===== config.mk =====
export PLATFORM = sky130hd
export DESIGN_NAME = sound_burst_vibration_trigger
export DESIGN_NICKNAME = d
export VERILOG_FILES = /design/src/rtl/core/sbvt_pkg.sv /design/src/rtl/core/sbvt_cell.sv /design/src/rtl/core/sbvt_window.sv /design/src/rtl/core/sbvt_detect.sv /design/src/rtl/core/sound_burst_vibration_trigger.sv
export SDC_FILE = /design/constraint.sdc
export NUM_CORES = 1
export LEC_CHECK = 0
export BUFFER_PORTS_ARGS = -buffer_cell sky130_fd_sc_hd__buf_4
export CORE_MARGIN = 3
export CORE_UTILIZATION = 57
export CTS_CLUSTER_SIZE = 24
export DETAILED_ROUTE_END_ITERATION = 6
export PLACE_DENSITY = 0.75
export SLEW_MARGIN = 20
export SYNTH_ARGS = -nofsm -noshare
export SYNTH_HDL_FRONTEND = slang
export SYNTH_SLANG_ARGS = --single-unit

===== constraint.sdc =====
create_clock -name clk -period 7.64 [get_ports clk]
set_clock_uncertainty 0.15 [all_clocks]
set_input_delay 1.146 -clock clk [delete_from_list [all_inputs] [get_ports clk]]
set_output_delay 1.146 -clock clk [all_outputs]
set_load 0.005 [all_outputs]

===== src/rtl/core/sbvt_pkg.sv =====
`default_nettype none
package sbvt_pkg;

    localparam int WINDOW      = 10;
    localparam int SAMPLE_BITS = 10;
    localparam int GAIN_BITS   = 6;
    localparam int PULSE_BITS  = 16;
    localparam int TIME_BITS   = 32;
    localparam int CFG_DATA_BITS = 16;

    localparam int WIN_LOG  = $clog2(WINDOW);
    localparam int SUM_BITS = SAMPLE_BITS + WIN_LOG;

    // Exact division of the running sum by WINDOW: floor(sum * RECIP >> RECIP_SHIFT)
    localparam int RECIP_SHIFT = SUM_BITS + WIN_LOG;
    localparam int RECIP_BITS  = SUM_BITS + 1;
    localparam int PROD_BITS   = SUM_BITS + RECIP_BITS;
    localparam logic [RECIP_BITS-1:0] RECIP =
        RECIP_BITS'(((64'd1 << RECIP_SHIFT) + 64'(WINDOW) - 64'd1) / 64'(WINDOW));

    // Gain is in tenths, so the current sample is scaled by ten before the compare
    localparam int SCALE_BITS = SAMPLE_BITS + GAIN_BITS;
    localparam logic [SCALE_BITS-1:0] GAIN_SCALE = SCALE_BITS'(10);

    localparam logic [GAIN_BITS-1:0]  GAIN_RESET  = GAIN_BITS'(13);
    localparam logic [PULSE_BITS-1:0] PULSE_RESET = PULSE_BITS'(300);

    typedef enum logic [0:0] {
        REG_GAIN_TENTHS = 1'b0,
        REG_PULSE_MS    = 1'b1
    } cfg_index_t;

    typedef struct packed {
        logic [SAMPLE_BITS-1:0] baseline_sample;
        logic [SAMPLE_BITS-1:0] current_sample;
        logic [TIME_BITS-1:0]   time_ms;
    } sample_t;

    typedef struct packed {
        logic                   vibrate;
        logic                   trigger_event;
        logic [SAMPLE_BITS-1:0] window_average;
    } result_t;

    // What the window stage hands to the detector
    typedef struct packed {
        logic [SUM_BITS-1:0]    sum;
        logic [SAMPLE_BITS-1:0] current_sample;
        logic [TIME_BITS-1:0]   time_ms;
    } window_out_t;

    typedef struct packed {
        logic shift;
        logic seed;
    } cell_ctrl_t;

    typedef struct packed {
        logic load_avg;
        logic load_out;
    } stage_ctrl_t;

endpackage
`default_nettype wire


===== src/rtl/core/sbvt_cell.sv =====
`default_nettype none
module sbvt_cell (
    input  wire                                 clk,
    input  sbvt_pkg::cell_ctrl_t                ctrl,
    input  wire  [sbvt_pkg::SAMPLE_BITS-1:0]    seed_value,
    input  wire  [sbvt_pkg::SAMPLE_BITS-1:0]    prev,
    output logic [sbvt_pkg::SAMPLE_BITS-1:0]    value
);

    logic [sbvt_pkg::SAMPLE_BITS-1:0] value_reg;

    always_ff @(posedge clk)
    begin
        if (ctrl.seed)
        begin
            value_reg <= seed_value;
        end
        else if (ctrl.shift)
        begin
            value_reg <= prev;
        end
    end

    assign value = value_reg;

endmodule
`default_nettype wire


===== src/rtl/core/sbvt_window.sv =====
`default_nettype none
module sbvt_window (
    input  wire                     clk,
    input  wire                     rst_n,
    input  wire                     load,
    input  sbvt_pkg::sample_t       sample,
    output sbvt_pkg::window_out_t   win
);

    logic [sbvt_pkg::SAMPLE_BITS-1:0] chain [sbvt_pkg::WINDOW];
    logic [sbvt_pkg::SUM_BITS-1:0]    sum_reg;
    logic [sbvt_pkg::SUM_BITS-1:0]    sum_next;
    logic                             seeded_reg;
    logic [sbvt_pkg::SAMPLE_BITS-1:0] cur_reg;
    logic [sbvt_pkg::TIME_BITS-1:0]   time_reg;
    sbvt_pkg::cell_ctrl_t             ctrl;

    assign ctrl.shift = load;
    assign ctrl.seed  = load && !seeded_reg;

    genvar g;
    generate
        for (g = 0; g < sbvt_pkg::WINDOW; g++)
        begin : g_cell
            if (g == 0)
            begin : g_head
                sbvt_cell u_cell (
                    .clk        (clk),
                    .ctrl       (ctrl),
                    .seed_value (sample.baseline_sample),
                    .prev       (sample.baseline_sample),
                    .value      (chain[g])
                );
            end
            else
            begin : g_body
                sbvt_cell u_cell (
                    .clk        (clk),
                    .ctrl       (ctrl),
                    .seed_value (sample.baseline_sample),
                    .prev       (chain[g-1]),
                    .value      (chain[g])
                );
            end
        end
    endgenerate

    // The last cell holds the sample that drops out of the window
    always_comb
    begin
        if (seeded_reg)
        begin
            sum_next = sum_reg - sbvt_pkg::SUM_BITS'(chain[sbvt_pkg::WINDOW-1])
                     + sbvt_pkg::SUM_BITS'(sample.baseline_sample);
        end
        else
        begin
            sum_next = sbvt_pkg::SUM_BITS'(sample.baseline_sample)
                     * sbvt_pkg::SUM_BITS'(sbvt_pkg::WINDOW);
        end
    end

    always_ff @(posedge clk or negedge rst_n)
    begin
        if (!rst_n)
        begin
            sum_reg    <= '0;
            seeded_reg <= 1'b0;
        end
        else if (load)
        begin
            sum_reg    <= sum_next;
            seeded_reg <= 1'b1;
        end
    end

    always_ff @(posedge clk)
    begin
        if (load)
        begin
            cur_reg  <= sample.current_sample;
            time_reg <= sample.time_ms;
        end
    end

    assign win.sum            = sum_reg;
    assign win.current_sample = cur_reg;
    assign win.time_ms        = time_reg;

    a_seed_once: assert property (@(posedge clk) disable iff (!rst_n)
        load |=> seeded_reg)
        else $error("window not marked seeded after a request");

    a_seed_sum: assert property (@(posedge clk) disable iff (!rst_n)
        ctrl.seed |=> sum_reg == sbvt_pkg::SUM_BITS'($past(sample.baseline_sample))
                               * sbvt_pkg::SUM_BITS'(sbvt_pkg::WINDOW))
        else $error("seeded sum is not the first sample times the window");

endmodule
`default_nettype wire


===== src/rtl/core/sbvt_detect.sv =====
`default_nettype none
module sbvt_detect (
    input  wire                                 clk,
    input  wire                                 rst_n,
    input  sbvt_pkg::stage_ctrl_t               ctrl,
    input  sbvt_pkg::window_out_t               win,
    input  wire  [sbvt_pkg::GAIN_BITS-1:0]      gain_tenths,
    input  wire  [sbvt_pkg::PULSE_BITS-1:0]     pulse_ms,
    output sbvt_pkg::result_t                   result
);

    logic [sbvt_pkg::PROD_BITS-1:0]   recip_prod;
    logic [sbvt_pkg::SAMPLE_BITS-1:0] avg_reg;
    logic [sbvt_pkg::SAMPLE_BITS-1:0] cur_reg;
    logic [sbvt_pkg::TIME_BITS-1:0]   time_reg;

    logic [sbvt_pkg::SCALE_BITS-1:0]  avg_scaled;
    logic [sbvt_pkg::SCALE_BITS-1:0]  cur_scaled;
    logic                             trig;
    logic                             expired;
    logic                             active_next;

    logic                             active_reg;
    logic [sbvt_pkg::TIME_BITS-1:0]   start_reg;
    sbvt_pkg::result_t                out_reg;

    // Average stage: divide by the window through the reciprocal
    assign recip_prod = sbvt_pkg::PROD_BITS'(win.sum) * sbvt_pkg::PROD_BITS'(sbvt_pkg::RECIP);

    always_ff @(posedge clk)
    begin
        if (ctrl.load_avg)
        begin
            avg_reg  <= recip_prod[sbvt_pkg::RECIP_SHIFT +: sbvt_pkg::SAMPLE_BITS];
            cur_reg  <= win.current_sample;
            time_reg <= win.time_ms;
        end
    end

    // Threshold and one-shot stage
    assign avg_scaled = sbvt_pkg::SCALE_BITS'(avg_reg) * sbvt_pkg::SCALE_BITS'(gain_tenths);
    assign cur_scaled = sbvt_pkg::SCALE_BITS'(cur_reg) * sbvt_pkg::GAIN_SCALE;
    assign trig       = avg_scaled < cur_scaled;

    assign expired = ({1'b0, start_reg} + {{(sbvt_pkg::TIME_BITS + 1
                       - sbvt_pkg::PULSE_BITS){1'b0}}, pulse_ms})
                     < {1'b0, time_reg};

    // A pulse that starts on this request cannot also end on it
    always_comb
    begin
        priority if (trig)
        begin
            active_next = 1'b1;
        end
        else if (active_reg && expired)
        begin
            active_next = 1'b0;
        end
        else
        begin
            active_next = active_reg;
        end
    end

    always_ff @(posedge clk or negedge rst_n)
    begin
        if (!rst_n)
        begin
            active_reg <= 1'b0;
            start_reg  <= '0;
        end
        else if (ctrl.load_out)
        begin
            active_reg <= active_next;
            if (trig)
            begin
                start_reg <= time_reg;
            end
        end
    end

    always_ff @(posedge clk)
    begin
        if (ctrl.load_out)
        begin
            out_reg.vibrate        <= active_next;
            out_reg.trigger_event  <= trig;
            out_reg.window_average <= avg_reg;
        end
    end

    assign result = out_reg;

    a_event_drives: assert property (@(posedge clk) disable iff (!rst_n)
        ctrl.load_out |=> (!out_reg.trigger_event || out_reg.vibrate))
        else $error("trigger event without vibrator on");

    a_restart: assert property (@(posedge clk) disable iff (!rst_n)
        ctrl.load_out && trig |=> active_reg && start_reg == $past(time_reg))
        else $error("trigger did not restart the pulse");

endmodule
`default_nettype wire


===== src/rtl/core/sound_burst_vibration_trigger.sv =====
`default_nettype none
// Moving-average burst detector with a one-shot vibrator pulse. Each request
// carries a baseline sample, a current sample and a millisecond timestamp and
// yields exactly one result. A new request is taken every clock cycle while
// result_ready keeps the pipeline moving; the result is registered in the window,
// average and output stages in turn. The row of window cells shifts once per
// request while the running sum is updated, followed by a reciprocal-multiply average
// stage and a threshold/pulse stage. The first request after reset fills every
// window cell with its baseline sample. Write gain_tenths and pulse_ms only
// while no request is in flight.
module sound_burst_vibration_trigger (
    input  wire                                     clk,
    input  wire                                     rst_n,
    input  wire                                     cfg_write,
    input  sbvt_pkg::cfg_index_t                    cfg_index,
    input  wire  [sbvt_pkg::CFG_DATA_BITS-1:0]      cfg_data,
    input  wire                                     sample_valid,
    output logic                                    sample_ready,
    input  sbvt_pkg::sample_t                       sample,
    output logic                                    result_valid,
    input  wire                                     result_ready,
    output sbvt_pkg::result_t                       result
);

    logic [sbvt_pkg::GAIN_BITS-1:0]  gain_reg;
    logic [sbvt_pkg::PULSE_BITS-1:0] pulse_reg;

    logic win_valid_reg;
    logic avg_valid_reg;
    logic out_valid_reg;
    logic en_win;
    logic en_avg;
    logic en_out;
    logic accept;

    sbvt_pkg::window_out_t win;
    sbvt_pkg::stage_ctrl_t stage_ctrl;

    always_ff @(posedge clk or negedge rst_n)
    begin
        if (!rst_n)
        begin
            gain_reg  <= sbvt_pkg::GAIN_RESET;
            pulse_reg <= sbvt_pkg::PULSE_RESET;
        end
        else if (cfg_write)
        begin
            unique case (cfg_index)
                sbvt_pkg::REG_GAIN_TENTHS: gain_reg  <= cfg_data[sbvt_pkg::GAIN_BITS-1:0];
                sbvt_pkg::REG_PULSE_MS:    pulse_reg <= cfg_data[sbvt_pkg::PULSE_BITS-1:0];
                default: ;
            endcase
        end
    end

    // Each stage advances when it is empty or the stage after it moves
    assign en_out = !out_valid_reg || result_ready;
    assign en_avg = !avg_valid_reg || en_out;
    assign en_win = !win_valid_reg || en_avg;
    assign accept = sample_valid && en_win;

    assign sample_ready = en_win;
    assign result_valid = out_valid_reg;

    assign stage_ctrl.load_avg = en_avg && win_valid_reg;
    assign stage_ctrl.load_out = en_out && avg_valid_reg;

    always_ff @(posedge clk or negedge rst_n)
    begin
        if (!rst_n)
        begin
            win_valid_reg <= 1'b0;
            avg_valid_reg <= 1'b0;
            out_valid_reg <= 1'b0;
        end
        else
        begin
            if (en_win)
            begin
                win_valid_reg <= accept;
            end
            if (en_avg)
            begin
                avg_valid_reg <= win_valid_reg;
            end
            if (en_out)
            begin
                out_valid_reg <= avg_valid_reg;
            end
        end
    end

    sbvt_window u_window (
        .clk    (clk),
        .rst_n  (rst_n),
        .load   (accept),
        .sample (sample),
        .win    (win)
    );

    sbvt_detect u_detect (
        .clk         (clk),
        .rst_n       (rst_n),
        .ctrl        (stage_ctrl),
        .win         (win),
        .gain_tenths (gain_reg),
        .pulse_ms    (pulse_reg),
        .result      (result)
    );

    a_full_stall: assert property (@(posedge clk) disable iff (!rst_n)
        !sample_ready |-> win_valid_reg && avg_valid_reg && out_valid_reg && !result_ready)
        else $error("requests refused while the pipeline has room");

endmodule
`default_nettype wire


Word-level counts from Yosys, hierarchy flattened:

Index checks and enable logic that the tools add are counted.
W data, S select, Z words.

* output and inout port bits: 14
* register bits after elaboration: 279

* $add $sub $neg: 3
* $lt $le $gt $ge: 2
* multiplexer cells: 23
* multiply operators: 4
* bitwise logic cells: 1
* reductions and logical operators: 16

Operator list (count)
* $mux W10: 20
* $add A32 B16 Y33: 1
* $lt A33 B32 Y1: 1
* $mul A14 B15 Y28 const B: 1
* $mul A10 B3 Y13 const B: 2
* $lt A16 B14 Y1: 1
* $mul A10 B6 Y16: 1
* $add A14 B10 Y14: 1
* $mux W14: 1
* $sub A14 B10 Y14: 1
* $reduce_and A2 Y1: 3
* $logic_and A1 B1 Y1: 5
* $logic_not A1 Y1: 4
* $logic_or A1 B1 Y1: 3
* $mux W1: 2
* $reduce_bool A2 Y1: 1
* $not A1 Y1: 1

Depth between registers and ports, before layout:

* depth after elaboration: 7
* depth in mapped cells: 26
* mapped depth without buffers: 24

By module:

A second synthesis with hierarchy kept.

* cells, all modules: 1601
* area total of the unflattened synthesis: 19876.6 um^2

By module, submodules not included
* sbvt_detect: area each 10908.0 um^2, cells each 1029, times used 1
* sbvt_cell: area each 464.2 um^2, cells each 22, times used 10
* sbvt_window: area each 3295.7 um^2, cells each 292, times used 1
* sound_burst_vibration_trigger: area each 1031.0 um^2, cells each 60, times used 1

Worst setup path after synthesis:

No wires, ideal clock.

* path type: register to register
* start point: register gain_reg[3] in the netlist's numbering
* end point: register u_detect.start_reg[10] in the netlist's numbering
* clock period less this slack: 5.724 ns
* stages on the path, launching flop included: 22
* slack: 1.916 ns
* buffers on the path: 2
* data arrival time: 5.449 ns
* required time: 7.365 ns
* cell sequence: dfstp_2 clkbuf_1 nand2_1 fa_1 fa_1 fa_1 inv_1 ha_1 a21o_1 a21oi_2 o21ai_4 nor2_1 xnor2_1 ha_1 a21o_1 a21o_1 a21oi_1 o21ai_0 and4_1 nor4_4 buf_6 mux2_4

* cells in the longest elaborated chain, start to end: 3

RTL lines
* start: declaration: RTL line sound_burst_vibration_trigger.sv:25 `logic [sbvt_pkg::GAIN_BITS-1:0] gain_reg;`
* start signal: assignment: RTL line sound_burst_vibration_trigger.sv:43 `gain_reg <= sbvt_pkg::GAIN_RESET;`
* start signal: assignment: RTL line sound_burst_vibration_trigger.sv:49 `sbvt_pkg::REG_GAIN_TENTHS: gain_reg <= cfg_data[sbvt_pkg::GAIN_BITS-1:0];`
* $mul A10 B6 Y16: RTL line sbvt_detect.sv:41 `assign avg_scaled = sbvt_pkg::SCALE_BITS'(avg_reg) * sbvt_pkg::SCALE_BITS'(gain_tenths);`
* $lt A16 B14 Y1: RTL line sbvt_detect.sv:43 `assign trig = avg_scaled < cur_scaled;`
* $reduce_and A2 Y1 (no source line)
* end signal: assignment: RTL line sbvt_detect.sv:78 `start_reg <= time_reg;`
* end: declaration: RTL line sbvt_detect.sv:24 `logic [sbvt_pkg::TIME_BITS-1:0] start_reg;`

Every way passes these cells.
A chain may end at the register's enable or synchronous reset.

Final worst setup path:

* start point: register u_window.sum_reg[12] in the netlist's numbering
* end point: register u_detect.avg_reg[8] in the netlist's numbering (data pin)

* cells in the longest elaborated chain, start to end: 1

RTL lines
* start: declaration: RTL line sbvt_window.sv:11 `logic [sbvt_pkg::SUM_BITS-1:0] sum_reg;`
* start signal: assignment: RTL line sbvt_window.sv:72 `sum_reg <= sum_next;`
* $mul A14 B15 Y28: RTL line sbvt_detect.sv:28 `assign recip_prod = sbvt_pkg::PROD_BITS'(win.sum) * sbvt_pkg::PROD_BITS'(sbvt_pkg::RECIP);`
* net u_detect.recip_prod (one bit): RTL line sbvt_detect.sv:12 `logic [sbvt_pkg::PROD_BITS-1:0] recip_prod;`
* end signal: assignment: RTL line sbvt_detect.sv:34 `avg_reg <= recip_prod[sbvt_pkg::RECIP_SHIFT +: sbvt_pkg::SAMPLE_BITS];`
* end: declaration: RTL line sbvt_detect.sv:13 `logic [sbvt_pkg::SAMPLE_BITS-1:0] avg_reg;`

The timed path passes the listed nets, and every way through them passes these cells.

==> summary.txt <==
Status
  – Status: completed

CTS
  – Worst-skew pair later-pin latency: 580 ps
  – Hold Buf Count CTS: 0
  – Clk root buf: clkbuf_16
  – Num CTS Buffers: 31
  – Post_cts resized: 0
  – Post-CTS Repair Setup Buffers: 0
  – Clock transition at path regs: 60 ps
  – CTS tree: done
  – H-tree depth: 1
  – Clock Path Buffers: 3
  – Clk sink count: 279

Yosys
  – Predominant post-synthesis flop cell: edfxtp_1
  – Post-synth cell types: 56
  – Sequential cell area fraction in the yosys report: 43.0%
  – Async SR Flop Fraction: 26.2%
  – Mean Syn Cell Area: 11.9 um^2
  – Synthesized area: 18700 um^2
  – Post-Syn Instances: 1568
  – Ys Warns: 0
  – Post-synth EDFFs: 206
  – Synth Register Bits: 279
  – Net count after synthesis: 1974

Setup path
  – Critical path arrival: 6290 ps
  – Most used cell, CP: inv_1
  – Slowest stage delay, CP: 530 ps
  – CP max-delay cell: fa_1
  – Worst Path Buf+Inv: 6
  – Setup slack, reg-to-reg: 1530 ps
  – Crit path cell chain: inv_1 -> ha_1 -> inv_1 -> fa_1 -> fa_1 -> inv_1 -> fa_1 -> inv_1 -> fa_1 -> inv_1 -> fa_1 -> inv_1 -> ha_1 -> a21o_1 -> a21oi_1 -> o211ai_1 -> nand3b_1 -> a41oi_1 -> a21oi_1 -> a21o_1 -> a21oi_1 -> xnor2_1
  – Crit end category: flip-flop
  – Kind of critical path: reg2reg
  – Crit-path max FO: 5
  – CP top delay family: adder cells
  – Crit start category: flip-flop
  – Worst EP required: 7820 ps

Drt
  – Vias per cell: 5.43
  – DRT iter0 DRCs: 494
  – WL/cell: 16.7 um
  – Antenna Nets Post-Route: 0
  – Routed WL: 35600 um
  – Vias: 11600
  – Drt drc: 0
  – Drt pass-1 iters: 4

STA
  – Worst slew margin: 40.8%
  – Final hold vios: 0
  – Tcrit/Tclk final: 80.0%
  – Setup_tns: 0 ps
  – RSZ-0062 raised after global routing: no
  – Setup violators final: 0
  – Post-route minimum period: 6110 ps
  – Final Max Slew Viols: 0
  – Worst Max-Slew Pin Slew: 886 ps
  – Max Clk Rate: 164 MHz

Layout
  – Fillers: 2408
  – Multi-input logic area: 9570 um^2
  – Commonest non-fill, non-tap cells in the layout: inv_1 (258), ha_1 (226), edfxtp_1 (206)
  – Most common cell after layout, fill and taps aside: inv_1
  – Max reg flops: 90
  – Fraction of layout cells with a size suffix above 1: 12.8%
  – Area added between synthesis and finish: 12.2%
  – Layout Nets: 2074
  – FF/Latch Area: 8020 um^2

Floorplan
  – Num rows: 65
  – Ports: 88
  – Die ar.: 35000 um^2
  – Core ar.: 32000 um^2
  – Starting Density: 58.4%
  – Width of the die: 187 um
  – Die Height: 187 um

Place
  – Port Buffers: 87
  – Final Wtd Congestion: 0.888
  – Post-DP HPWL: 26400 um

Min path
  – Hold Crit Class: reg2reg

GRT
  – Congestion Overflow GR: 0
  – Vias in the first global route: 12100
  – GRT Overall Usage: 20.9%
  – Pin count of the biggest net entering global routing: 74
  – First-pass GRT wire length: 60300 um
  – Initial antenna violation count: 2

Job
  – Max-cap violations: 0
==> synthesized netlist by cell type, drive strengths merged, types with 2 or more instances <==
cell       n  area (um^2)
a31oi      6         37.5
a21o     118          886
o21ai     44          231
nor2b     11         68.8
edfxtp   206         6190
nand4     15         93.8
nand3     21          105
dfrtp     66         1650
o21bai     7         52.6
xor2      22          193
nand2b    22          138
nand2     56          210
and2      49          307
a31o       2         17.5
nor3      13         65.1
clkbuf    23         86.3
mux2i      6         60.1
o21a       8         60.1
a211oi     8         65.1
xnor2     51          447
and4       2         17.5
buf        3         33.8
and3       4         25.0
fa       106         2120
inv      260          976
nor2      55          206
a211o      2         17.5
o221ai     2         23.8
nor4       2         27.5
a21oi     63          319
mux2      52          679
dfstp      7          184
o211ai     7         52.6
ha       226         2830
o2111ai    4         35.0
or3        6         37.5
==> layer usage <==
metal | GRT usage [%] | wire (um) | vias up
met3 | 3.32 | 1470 | 66
met1 | 27.9 | 15800 | 5677
met2 | 35.8 | 17300 | 222
met4 | 5.70 | 1010 | 2
met5 | 0 | 13 | -
li1 | - | - | 5587
==> path summary, 6_finish.rpt <==
kind                                        from                    end  depth (start not counted)
hold / removal             u_window.time_reg[10]  u_detect.time_reg[10]                          0
min in group asynchronous                  rst_n    u_detect.active_reg                          1
hold reg to reg            u_window.time_reg[10]  u_detect.time_reg[10]                          0
setup / recovery            u_window.sum_reg[12]    u_detect.avg_reg[8]                         22
max in group asynchronous                  rst_n           pulse_reg[8]                          2
setup reg to reg            u_window.sum_reg[12]    u_detect.avg_reg[8]                         22
==> through the flow <==
stage / setup WS (ps) / hold slack, ps / cell area [um^2] / instances / utilization (%)
after floorplan: 1920 / 250 / 18700 / 1568 / -
after global placement: 1620 / 252 / 19800 / 2069 / 61.9
after detailed placement: 1510 / 255 / 19800 / 2069 / 61.9
after CTS: 1520 / 253 / 20900 / 2127 / 65.5
after global routing: 1180 / 272 / 21000 / 2128 / 65.6
final: 1530 / 262 / 21000 / 2129 / 65.6
==> layout make-up <==
| type | count | share of cell area, % |
|---|---|---|
| well taps | 435 | 2.60 |
| clock buffers | 40 | 4.01 |
| repair buffers | 93 | 3.43 |
| flip-flops and latches | 279 | 38.3 |
| diodes | 1 | 0.0119 |
| multi-input cells | 1003 | 45.7 |
| inverters | 260 | 4.66 |
| clock inverters | 18 | 1.36 |
==> cells by family (layout without fill, tap and decap cells) <==
| logic type | count (synthesis) | count (layout) | share of synthesized area, % |
|---|---|---|---|
| flops | 279 | 279 | 43.0 |
| buf+inv | 286 | 411 | 5.87 |
| fa+ha+maj | 332 | 332 | 26.5 |
| mux | 58 | 58 | 3.96 |
| simple gates | 259 | 259 | 7.09 |
| other cells | 0 | 1 | 0 |
| xor+xnor | 73 | 73 | 3.42 |
| compound gates | 281 | 281 | 10.2 |
Power is left out: the tool's default activity adds up to more than one toggle a clock period on the data nets, which glitch-free logic cannot reach.
